## src/hdl/crc_checked_frame_deframer_core_macros.svh

```systemverilog
// Assertion helpers shared by the deframer RTL.
`ifndef CRC_CHECKED_FRAME_DEFRAMER_CORE_MACROS_SVH
`define CRC_CHECKED_FRAME_DEFRAMER_CORE_MACROS_SVH

// Same-cycle implication, reset masks the check.
`define CCFD_ASSERT_IMP(label, clk, rst, ante, cons) \
  label: assert property (@(posedge clk) disable iff (rst) (ante) |-> (cons)) \
    else $error("deframer check failed: same-cycle implication");

// Next-cycle implication, reset masks the check.
`define CCFD_ASSERT_NXT(label, clk, rst, ante, cons) \
  label: assert property (@(posedge clk) disable iff (rst) (ante) |=> (cons)) \
    else $error("deframer check failed: next-cycle implication");

`endif

```

## src/hdl/ccfd_pkg.sv

```systemverilog
`default_nettype none

package ccfd_pkg;

  // Frame delimiters and the present-flag mask
  localparam logic [7:0] HDR_FIRST  = 8'hAA;
  localparam logic [7:0] HDR_SECOND = 8'h55;
  localparam logic [7:0] TAIL_BYTE  = 8'hDD;
  localparam logic [7:0] PRESENT_MASK = 8'h01;

  // CRC16 XMODEM: poly 0x1021, init 0, no reflection
  localparam logic [15:0] CRC_POLY = 16'h1021;
  localparam logic [15:0] CRC_INIT = 16'h0000;

  localparam int PAYLOAD_BYTES = 6;
  localparam int COUNT_W = 3;
  localparam logic [COUNT_W-1:0] LAST_INDEX = COUNT_W'(PAYLOAD_BYTES - 1);
  localparam logic [COUNT_W-1:0] STORE_DEPTH = COUNT_W'(PAYLOAD_BYTES);

  // Hunt state, one-hot
  typedef enum logic [4:0] {
    PH_WAIT_AA  = 5'b00001,
    PH_WAIT_55  = 5'b00010,
    PH_PAYLOAD  = 5'b00100,
    PH_CRC      = 5'b01000,
    PH_TAIL     = 5'b10000
  } phase_t;

  // One decoded frame
  typedef struct packed {
    logic               target_present;
    logic signed [7:0]  zone;
    logic        [15:0] center_x;
    logic        [15:0] center_y;
  } result_t;

  // One byte of the running CRC, MSB first
  function automatic logic [15:0] crc16_step(input logic [15:0] crc, input logic [7:0] data);
    logic [15:0] c;
    c = crc ^ {data, 8'h00};
    for (int k = 0; k < 8; k++) begin
      c = c[15] ? ({c[14:0], 1'b0} ^ CRC_POLY) : {c[14:0], 1'b0};
    end
    return c;
  endfunction

endpackage

`default_nettype wire

```

## src/hdl/ccfd_byte_if.sv

```systemverilog
`default_nettype none

// Byte stream channel
interface ccfd_byte_if;
  logic       valid;
  logic       ready;
  logic [7:0] rx_byte;

  modport source (output valid, output rx_byte, input ready);
  modport sink (input valid, input rx_byte, output ready);
endinterface

`default_nettype wire

```

## src/hdl/ccfd_result_if.sv

```systemverilog
`default_nettype none

// Decoded frame channel
interface ccfd_result_if;
  logic               valid;
  logic               ready;
  logic               target_present;
  logic signed [7:0]  zone;
  logic        [15:0] center_x;
  logic        [15:0] center_y;

  modport source (output valid, output target_present, output zone, output center_x,
                  output center_y, input ready);
  modport sink (input valid, input target_present, input zone, input center_x,
                input center_y, output ready);
endinterface

`default_nettype wire

```

## src/hdl/ccfd_parser.sv

```systemverilog
`default_nettype none
`include "crc_checked_frame_deframer_core_macros.svh"

// Frame hunt, payload capture and running CRC. Advances one byte per step.
module ccfd_parser (
  input  logic              clk,
  input  logic              rst,
  input  logic              step,
  input  logic [7:0]        rx_byte,
  output logic              emit,
  output ccfd_pkg::result_t result
);
  import ccfd_pkg::*;

  phase_t              phase, phase_next;
  logic [7:0]          payload_store [PAYLOAD_BYTES];
  logic [COUNT_W-1:0]  payload_count, payload_count_next;
  logic [15:0]         running_crc, running_crc_next;
  logic                crc_low_seen, crc_low_seen_next;
  logic [15:0]         received_crc, received_crc_next;

  // Next-state decode for the current byte
  always_comb begin
    phase_next         = phase;
    payload_count_next = payload_count;
    running_crc_next   = running_crc;
    crc_low_seen_next  = crc_low_seen;
    received_crc_next  = received_crc;
    emit               = 1'b0;
    case (phase)
      PH_WAIT_55: begin
        if (rx_byte == HDR_SECOND) begin
          phase_next         = PH_PAYLOAD;
          payload_count_next = '0;
          running_crc_next   = CRC_INIT;
          crc_low_seen_next  = 1'b0;
        end else if (rx_byte == HDR_FIRST) begin
          phase_next = PH_WAIT_55;
        end else begin
          phase_next = PH_WAIT_AA;
        end
      end
      PH_PAYLOAD: begin
        running_crc_next   = crc16_step(running_crc, rx_byte);
        payload_count_next = payload_count + 1'b1;
        if (payload_count == LAST_INDEX) begin
          phase_next        = PH_CRC;
          crc_low_seen_next = 1'b0;
        end
      end
      PH_CRC: begin
        if (!crc_low_seen) begin
          received_crc_next = {8'h00, rx_byte};
          crc_low_seen_next = 1'b1;
        end else begin
          received_crc_next = {rx_byte, received_crc[7:0]};
          crc_low_seen_next = 1'b0;
          phase_next        = PH_TAIL;
        end
      end
      PH_TAIL: begin
        emit       = (rx_byte == TAIL_BYTE) && (running_crc == received_crc);
        phase_next = PH_WAIT_AA;
      end
      default: begin
        // waiting for AA; any stray code recovers here too
        phase_next = (rx_byte == HDR_FIRST) ? PH_WAIT_55 : PH_WAIT_AA;
      end
    endcase
  end

  // Control state
  always_ff @(posedge clk) begin
    if (rst) begin
      phase         <= PH_WAIT_AA;
      payload_count <= '0;
      running_crc   <= CRC_INIT;
      crc_low_seen  <= 1'b0;
      received_crc  <= '0;
    end else if (step) begin
      phase         <= phase_next;
      payload_count <= payload_count_next;
      running_crc   <= running_crc_next;
      crc_low_seen  <= crc_low_seen_next;
      received_crc  <= received_crc_next;
    end
  end

  // Payload capture, one entry per byte
  always_ff @(posedge clk) begin
    if (step && (phase == PH_PAYLOAD) && (payload_count < STORE_DEPTH)) begin
      payload_store[payload_count] <= rx_byte;
    end
  end

  // Field unpacking, little-endian words
  assign result.target_present = |(payload_store[0] & PRESENT_MASK);
  assign result.zone           = $signed(payload_store[1]);
  assign result.center_x       = {payload_store[3], payload_store[2]};
  assign result.center_y       = {payload_store[5], payload_store[4]};

  `CCFD_ASSERT_IMP(a_emit_only_at_tail, clk, rst, emit, phase == PH_TAIL)
  `CCFD_ASSERT_NXT(a_payload_ends, clk, rst,
                   step && (phase == PH_PAYLOAD) && (payload_count == LAST_INDEX),
                   phase == PH_CRC)
  `CCFD_ASSERT_NXT(a_frame_start_clears, clk, rst,
                   step && (phase == PH_WAIT_55) && (rx_byte == HDR_SECOND),
                   (payload_count == '0) && (running_crc == CRC_INIT) && !crc_low_seen)

endmodule

`default_nettype wire

```

## src/hdl/crc_checked_frame_deframer_core.sv

```systemverilog
// CRC-checked frame deframer.
// rx carries one received byte per transfer (valid/ready). The core hunts for
// frames AA 55, six payload bytes, CRC16 XMODEM low byte then high byte, DD.
// frame carries one decoded result per good frame: present flag, signed zone,
// X and Y. Frames with a wrong tail or a CRC mismatch give no transfer.
// Throughput: one byte per cycle while no byte that gives a result waits on a
// stalled frame; the only loop is the per-byte CRC and hunt state update.
// A byte is taken into the input register and decoded there; a tail byte that
// completes a good frame loads the result register as it leaves the input
// register, and the result then shows on frame.
// Reset (rst, synchronous, active high) empties both registers and returns
// the hunt to waiting for AA; no clearing pass is needed.
// When the receiver stalls, the result is held and bytes that give no result
// keep flowing; a byte that would give a second result waits in the input
// register, and rx.ready drops until frame takes the pending result.
`default_nettype none
`include "crc_checked_frame_deframer_core_macros.svh"

module crc_checked_frame_deframer_core (
  input  logic clk,
  input  logic rst,
  ccfd_byte_if.sink     rx,
  ccfd_result_if.source frame
);
  import ccfd_pkg::*;

  logic       in_valid;
  logic [7:0] in_byte;
  logic       res_valid;
  result_t    res;
  result_t    parsed;
  logic       emit;
  logic       advance;

  // Byte in the input register moves on unless it needs a busy result slot
  assign advance  = in_valid && (!emit || !res_valid || frame.ready);
  assign rx.ready = !in_valid || advance;

  // Input register
  always_ff @(posedge clk) begin
    if (rst) begin
      in_valid <= 1'b0;
    end else if (rx.ready) begin
      in_valid <= rx.valid;
    end
  end

  always_ff @(posedge clk) begin
    if (rx.ready && rx.valid) begin
      in_byte <= rx.rx_byte;
    end
  end

  ccfd_parser u_parser (
    .clk     (clk),
    .rst     (rst),
    .step    (advance),
    .rx_byte (in_byte),
    .emit    (emit),
    .result  (parsed)
  );

  // Result register
  always_ff @(posedge clk) begin
    if (rst) begin
      res_valid <= 1'b0;
    end else if (advance && emit) begin
      res_valid <= 1'b1;
    end else if (frame.ready) begin
      res_valid <= 1'b0;
    end
  end

  always_ff @(posedge clk) begin
    if (advance && emit) begin
      res <= parsed;
    end
  end

  assign frame.valid          = res_valid;
  assign frame.target_present = res.target_present;
  assign frame.zone           = res.zone;
  assign frame.center_x       = res.center_x;
  assign frame.center_y       = res.center_y;

  `CCFD_ASSERT_NXT(a_held_byte_kept, clk, rst, in_valid && !advance,
                   in_valid && $stable(in_byte))
  `CCFD_ASSERT_NXT(a_result_loaded, clk, rst, advance && emit,
                   res_valid && (res == $past(parsed)))
  `CCFD_ASSERT_NXT(a_byte_captured, clk, rst, rx.valid && rx.ready,
                   in_valid && (in_byte == $past(rx.rx_byte)))

endmodule

`default_nettype wire
```

## src/flat_wrapper.sv

```systemverilog
// flat-port wrapper written by rule: the top's interface ports become plain ports
module crc_checked_frame_deframer_core_flat import ccfd_pkg::*;
  (clk, rst, rx_valid, rx_rx_byte, rx_ready, frame_valid, frame_target_present, frame_zone, frame_center_x, frame_center_y, frame_ready);
  ccfd_byte_if rx_i ();
  ccfd_result_if frame_i ();
  input  logic clk;
  input  logic rst;
  input wire logic [$bits(rx_i.valid)-1:0] rx_valid;
  input wire logic [$bits(rx_i.rx_byte)-1:0] rx_rx_byte;
  output wire logic [$bits(rx_i.ready)-1:0] rx_ready;
  output wire logic [$bits(frame_i.valid)-1:0] frame_valid;
  output wire logic [$bits(frame_i.target_present)-1:0] frame_target_present;
  output wire logic [$bits(frame_i.zone)-1:0] frame_zone;
  output wire logic [$bits(frame_i.center_x)-1:0] frame_center_x;
  output wire logic [$bits(frame_i.center_y)-1:0] frame_center_y;
  input wire logic [$bits(frame_i.ready)-1:0] frame_ready;
  assign rx_i.valid = rx_valid;
  assign rx_i.rx_byte = rx_rx_byte;
  assign rx_ready = rx_i.ready;
  assign frame_valid = frame_i.valid;
  assign frame_target_present = frame_i.target_present;
  assign frame_zone = frame_i.zone;
  assign frame_center_x = frame_i.center_x;
  assign frame_center_y = frame_i.center_y;
  assign frame_i.ready = frame_ready;
  crc_checked_frame_deframer_core u_core (.clk(clk), .rst(rst), .rx(rx_i), .frame(frame_i));
endmodule
```

## config.mk

```make
export PLATFORM = sky130hd
export DESIGN_NAME = crc_checked_frame_deframer_core_flat
export DESIGN_NICKNAME = d
export VERILOG_FILES = /design/src/hdl/ccfd_pkg.sv /design/src/hdl/ccfd_byte_if.sv /design/src/hdl/ccfd_result_if.sv /design/src/hdl/ccfd_parser.sv /design/src/hdl/crc_checked_frame_deframer_core.sv /design/src/flat_wrapper.sv
export VERILOG_INCLUDE_DIRS = /design/src /design/src/hdl
export SDC_FILE = /design/constraint.sdc
export NUM_CORES = 1
export LEC_CHECK = 0
export ABC_AREA = 1
export BUFFER_PORTS_ARGS = -buffer_cell sky130_fd_sc_hd__buf_2
export CAP_MARGIN = 5
export CORE_MARGIN = 1
export CORE_UTILIZATION = 45
export DETAILED_ROUTE_END_ITERATION = 6
export PLACE_DENSITY = 0.61
export SETUP_SLACK_MARGIN = 0.15
export SYNTH_ARGS = -nofsm -noshare
export SYNTH_HDL_FRONTEND = slang
export SYNTH_HIERARCHICAL = 1
export SYNTH_SLANG_ARGS = --single-unit
```

## constraint.sdc

```tcl
create_clock -name clk -period 3.4 [get_ports clk]
set_clock_uncertainty 0.2 [all_clocks]
set_input_delay 0.85 -clock clk [delete_from_list [all_inputs] [get_ports clk]]
set_output_delay 0.85 -clock clk [all_outputs]
set_load 0.01 [all_outputs]
```

**After elaboration in Yosys (flattened, before gate mapping)**

Memory sizes are Yosys's and may differ from the RTL's. A register that Yosys moved wholly into a read port is not among the register bits.
Cells that the tools add are included.

- Register bits after elaboration: 51
- RAM bits: 48
- Output and inout bits: 43
- Memories kept: 1

Memories:

| memory | depth | width | read ports | clocked after memory_dff | wr ports | line | text |
|---|---|---|---|---|---|---|---|
| u_core.u_parser.payload_store | 6 | 8 | 6 | 6 | 1 | ccfd_parser.sv:16 | `logic [7:0] payload_store [PAYLOAD_BYTES];` |

- Add/sub/neg operators: 1
- Magnitude comparators: 1
- Eq/ne operators: 12
- Muxes and demuxes: 27
- Bitwise gates (word level): 10
- Reduce and logical (&&, ||, !) cells: 20

Operators with widths:

| operator | number |
|---|---|
| two-way mux 13 bit | 8 |
| two-way mux 16 bit | 2 |
| one-hot mux 16 bit (2 select lines) | 1 |
| NOT 3 bit | 8 |
| one-hot mux 5 bit (4 select lines) | 1 |
| == test 16 bit | 1 |
| == test 8 bit (second input constant) | 2 |
| XOR 16 bit | 1 |
| two-way mux 5 bit | 2 |
| AND reduction 3 bit | 3 |
| == test 8 x 7 -> 1 bit (second input constant) | 1 |
| two-way mux 1 bit | 8 |
| logical AND 1 bit | 6 |
| two-way mux 3 bit | 2 |
| inequality test 2 bit (second input constant) | 3 |
| one-hot mux 3 bit (2 select lines) | 1 |
| == test 5 x 2 -> 1 bit (second input constant) | 1 |
| == test 5 x 3 -> 1 bit (second input constant) | 1 |
| == test 5 x 4 -> 1 bit (second input constant) | 1 |
| == test 5 bit (second input constant) | 1 |
| AND reduction 4 bit | 1 |
| nonzero test 2 bit | 2 |
| adder 3 x 1 -> 3 bit (second input constant) | 1 |
| == test 3 bit (second input constant) | 1 |
| other kinds (8) | 12 |

**Logic depth before layout (Yosys ltp)**

- Word-level depth: 18
- Mapped depth: 13

**Cells and area by module**

Netlist, hierarchy kept.

Modules (own cells, without submodules):

| module | times used | cells an instance | area each (um^2) |
|---|---|---|---|
| ccfd_parser | 1 | 426 | 3754.9 |
| crc_checked_frame_deframer_core | 1 | 67 | 1590.3 |

**Worst setup path before layout**

Ideal clock, no wire load.

- Path kind: register -> register
- Start point: register u_core.in_byte[5]
- End point: memory u_core.u_parser.payload_store[4][0], enable pin
- Arrival time: 2.227 ns
- Setup slack: 0.590 ns
- Stages on the path, launching flop included: 13
- Buffers on the path: 0
- Path through: edfxtp_1 inv_2 nand2_1 nor2_1 nand2_1 nor3_1 nand3_1 nor2_1 a31oi_1 inv_2 nor2_2 nand2_1 nor3_1

- Word-level cells in the longest chain between the ends: 11

Ends and longest elaborated chain:

| element | line | text |
|---|---|---|
| start: declaration | crc_checked_frame_deframer_core.sv:28 | `logic [7:0] in_byte;` |
| start signal: assignment | crc_checked_frame_deframer_core.sv:50 | `in_byte <= rx.rx_byte;` |
| == test 8 bit | ccfd_parser.sv:62 | `emit = (rx_byte == TAIL_BYTE) && (running_crc == received_crc);` |
| logical AND 1 bit | ccfd_parser.sv:62 |  |
| two-way mux 1 bit | ccfd_parser.sv:30 | `case (phase)` |
| net u_core.emit | crc_checked_frame_deframer_core.sv:32 | `logic emit;` |
| logical NOT 1 bit | crc_checked_frame_deframer_core.sv:36 | `assign advance = in_valid && (!emit \|\| !res_valid \|\| frame.ready);` |
| logical OR 1 bit (2 in a row) | crc_checked_frame_deframer_core.sv:36 |  |
| logical AND 1 bit | crc_checked_frame_deframer_core.sv:36 |  |
| net u_core.advance | crc_checked_frame_deframer_core.sv:33 | `logic advance;` |
| logical AND 1 bit (2 in a row) | ccfd_parser.sv:91 | `if (step && (phase == PH_PAYLOAD) && (payload_count < STORE_DEPTH)) begin` |
| two-way mux 1 bit | ccfd_parser.sv:91 |  |
| two-way mux 1 bit (implied by the code) | ccfd_parser.sv:92 | `payload_store[payload_count] <= rx_byte;` |
| end: declaration | ccfd_parser.sv:16 |  |

The timed path passes the listed nets, and every way through them passes these cells.

**Final worst setup path**

- Start point: register u_core.u_parser.phase[2]
- End point: output rx_ready

- Word-level cells in the longest chain between the ends: 7

Ends and longest elaborated chain:

| element | line | text |
|---|---|---|
| start: declaration | ccfd_parser.sv:15 | `phase_t phase, phase_next;` |
| start signal: assignment | ccfd_parser.sv:81 | `phase <= phase_next;` |
| == test 5 bit | ccfd_parser.sv:30 |  |
| two-way mux 1 bit | ccfd_parser.sv:30 |  |
| net u_core.emit | crc_checked_frame_deframer_core.sv:32 |  |
| logical NOT 1 bit | crc_checked_frame_deframer_core.sv:36 |  |
| logical OR 1 bit (2 in a row) | crc_checked_frame_deframer_core.sv:36 |  |
| logical AND 1 bit | crc_checked_frame_deframer_core.sv:36 |  |
| logical OR 1 bit | crc_checked_frame_deframer_core.sv:37 | `assign rx.ready = !in_valid \|\| advance;` |
| end: declaration | flat_wrapper.sv:10 | `output wire logic [$bits(rx_i.ready)-1:0] rx_ready;` |

The timed path passes the listed nets, and every way through them passes these cells.

==> results.md <==
* Status: complete, but fails checks
* Violated checks: design-rule violations
* Effective utilization at floorplan at 46.41%
* Busiest layer in global routing: met2
* Area share of the largest cell type after synthesis at 50.56%
* List of cells traversed by the critical path: nor2_4, nand3_2, nor3_1, nand4_1, nor2_4, nand4_2, buf_2
* Top-level I/O count at 55
* Number of DRC markers after the initial detailed-route iteration at 318
* CORE AREA at 0.01152 mm2
* Initial antenna violation count at 0
* Setup Viol. Count Final at 0
* Max_slew headroom at 60.97%
* Kind of capture point of the worst setup path: primary output
* Worst r2r dst: u_core/u_parser/payload_store[4][6]$_DFFE_PP_
* Instance area after placement at 0.005821 mm2
* Sum of net half-perimeters after detailed placement at 7.825 mm
* Register bit total from synthesis at 133
* Tot GR Track Use at 19.96%
* Post-Syn Nets at 507
* Buffer type at the clock tree root: sky130_fd_sc_hd__clkbuf_16
* Final routed wire length divided by cell count at 15.66 um
* Global routing usage on met2 at 32.16%
* Share of flip-flops with an asynchronous set or reset at 0%
* Post-route total power at 3.558 mW
* Yosys top cell by area: sky130_fd_sc_hd__edfxtp_1
* Worst hold start: u_core/u_parser/payload_store[3][5]$_DFFE_PP_
* Routed wire length at 11.45 mm
* Global route total overflow at 0
* Dominant register cell in the synthesized netlist: sky130_fd_sc_hd__edfxtp_1
* Data required, critical path at 2.35 ns
* Layout Nets at 589
* Power Density at 553.6 mW/mm2
* Filler Cells Inserted at 989
* Synth Instances at 493
* Number of global-route vias before repair at 3511
* Critical-path maximum fanout at 4
* Number of hold-repair buffers added at the cts stage at 0
* Worst Hold Depth at 0
* CTS Buf Count at 17
* Total count of hold-check failures in the final report at 0
* Worst hold margin at 0.2168 ns
* Post-Synthesis Cell Area at 0.005345 mm2
* Number of enable-type register cells in the synthesized netlist at 90
* Worst voltage drop across the vdd grid at 0.0003394 V
* First-pass GRT wire length at 18.13 mm
* Via count at 3678
* Antenna diode instance count at 0
* Worst EP arrival at 2.04 ns
* Met3 usage at 5.850%
* Highest-delay cell along the critical path: sky130_fd_sc_hd__dfxtp_1
* Leading cell types in the layout, fill and taps excluded: 132 x sky130_fd_sc_hd__nand2_1, 90 x sky130_fd_sc_hd__edfxtp_1, 54 x sky130_fd_sc_hd__buf_2
* DR pass1 iterations at 6
* TNS Setup at 0 ns
* Max clock buf depth at 2
* Row Count at 39
* Leakage dissipation at 2.533 nW
* Clock tree from TritonCTS: yes
* Global routing met1 resource utilization at 24.19%
* Critical Path Most Common Cell: sky130_fd_sc_hd__nor2_4
* DRT antenna net count at 0
* Number of sinks driven by the clock tree at 133
* Maximum number of pins on one net before global-route repair at 42
* Post-synthesis to final-layout area growth at 20.25%
* Critical path type: flop to primary output
* DRC violations left at 14
* Unrepaired setup endpoints after global routing: no
* Top post-synthesis cells by area: sky130_fd_sc_hd__edfxtp_1 51%, sky130_fd_sc_hd__dfxtp_1 16%, sky130_fd_sc_hd__nand2_1 9.3%, sky130_fd_sc_hd__nand3_1 3.4%, sky130_fd_sc_hd__inv_1 3.0%
* Die height at 111.0 um
* Reg2reg setup slack at 0.76 ns
* Number of H-tree levels at 4
* Fin crit period at 3.092 ns
* Reg2reg start: u_core/u_parser/running_crc[8]$_SDFFE_PP0P_
* Area enclosed by the die boundary at 0.01232 mm2
* Fraction of final layout cells sized beyond drive strength 1 at 24.32%
* Most common cell after layout, fill and taps aside: sky130_fd_sc_hd__nand2_1
* Worst Max-Slew Pin Slew at 0.5848 ns
* Sequential-to-total area share from yosys stat at 66.67%
* Path type of the worst min-delay path: flop to flop
* Die width at 111.0 um
* Hold endpoint: u_core/frame.center_x[13]$_DFFE_PP_
* Post-route design area at 0.006427 mm2
* Crit share post-route at 90.93%
* FF-to-FF path depth at 10
* IO buf count at 54
* Count of unique library cells instantiated by Yosys at 33
* Maximum capacitance violations at 0
* Critical Path Start Type: flop
* Clock-pin slew on the worst setup and hold paths at 0.06 ns
* Largest stage delay on the critical path at 0.36 ns
* Total of warnings raised by yosys at 6
* Via/cell ratio at 5.031
* GPL Wtd Cong at 0.9082
* Final cell utilization of the core at 55.81%
* Final slew viol count at 0
* Mean instance size in the synthesized netlist at 10.84 um2
* Maximum clock frequency at 323.5 MHz
* Clk_lat worst skew at 0.41 ns
==> layout make-up <==
| class | count | area (um2) | area share [%] |
|---|---|---|---|
| timing repair buffer | 74 | 420.4 | 6.541 |
| clock buffer | 19 | 432.9 | 6.735 |
| sequential | 133 | 3563 | 55.44 |
| multi-input combinational | 296 | 1524 | 23.71 |
| tap | 143 | 178.9 | 2.784 |
| clock inverter | 13 | 108.9 | 1.694 |
| inverter | 53 | 198.9 | 3.095 |
==> worst max-delay path, delay by kind of cell (launching register included) <==
| kind | cells | cell delay, ns |
|---|---|---|
| buffers and inverters | 1 | 0.17 |
| AND/OR/NAND/NOR | 6 | 1.10 |
| flip-flops | 1 | 0.36 |
==> cell usage after synthesis (3+ instances only) <==
cell                         n
sky130_fd_sc_hd__clkbuf_1    3
sky130_fd_sc_hd__nor2_4      3
sky130_fd_sc_hd__inv_2       9
sky130_fd_sc_hd__inv_1      43
sky130_fd_sc_hd__buf_2       3
sky130_fd_sc_hd__xnor2_1     5
sky130_fd_sc_hd__nand2_1   132
sky130_fd_sc_hd__a21oi_1    32
sky130_fd_sc_hd__nor3_1      8
sky130_fd_sc_hd__nand3_1    36
sky130_fd_sc_hd__xor2_1      9
sky130_fd_sc_hd__nor3_2      3
sky130_fd_sc_hd__nor2_1     19
sky130_fd_sc_hd__nor2_2      8
sky130_fd_sc_hd__o21ai_1     7
sky130_fd_sc_hd__nand3_2     3
sky130_fd_sc_hd__nand4_1    13
sky130_fd_sc_hd__dfxtp_1    43
sky130_fd_sc_hd__edfxtp_1   90
sky130_fd_sc_hd__buf_6       4
sky130_fd_sc_hd__a21oi_2     3
==> timing repair <==
item,4_1_cts,5_1_grt
buffers inserted,3,3
pin swaps,0,3
setup endpoints to repair,1,1
gates resized for setup,0,5
==> cell families after synthesis <==
logic type | synth area share, %
compound gates | 5.197
xor+xnor | 2.294
fa+ha+maj | 0.4681
buf+inv | 5.196
flops | 66.67
simple gates | 20.18
==> per-layer routing <==
metal,part of all wire (%),vias up
met1,44,1724
met3,4.6,19
met4,3.0,0
met5,0,-
li1,-,1835
met2,49,100
==> worst max path at each step <==
stage                                                      from                                            end  slack [ns]
after floorplan                     u_core/in_byte[5]$_DFFE_PP_  u_core/u_parser/payload_store[4][0]$_DFFE_PP_        0.59
after global placement              u_core/in_byte[5]$_DFFE_PP_                                       rx_ready        0.63
after detailed placement            u_core/in_byte[5]$_DFFE_PP_                                       rx_ready        0.60
after CTS                 u_core/u_parser/phase[2]$_SDFFE_PP0P_                                       rx_ready        0.16
after global routing      u_core/u_parser/phase[2]$_SDFFE_PP0P_                                       rx_ready        0.19
final                     u_core/u_parser/phase[2]$_SDFFE_PP0P_                                       rx_ready        0.31
==> power breakdown <==
group          total [mW]  internal, mW  switching (mW)
clock                1.66          1.00           0.663
combinational       0.152        0.0439           0.108
sequential           1.74          1.73          0.0103
==> state kept, by name, indices dropped and copies added, names as in the netlist <==
signal / flops
u_core/u_parser/received_crc: 16
u_core/frame.valid: 1
u_core/u_parser/crc_low_seen: 1
u_core/u_parser/running_crc: 16
u_core/in_byte: 8
u_core/u_parser/payload_store: 41
u_core/u_parser/payload_count: 3
u_core/frame.center_x: 16
u_core/u_parser/phase: 5
u_core/in_valid: 1
u_core/frame.target_present: 1
u_core/frame.center_y: 16
u_core/frame.zone: 8
==> metrics by stage <==
stage	setup slack [ns]	std cells
final	0.3084	731
after global routing	0.1888	731
after CTS	0.1585	728
after detailed placement	0.5958	693
after global placement	0.6270	693
after floorplan	0.5900	493
Power figures use the tool's default switching activity.
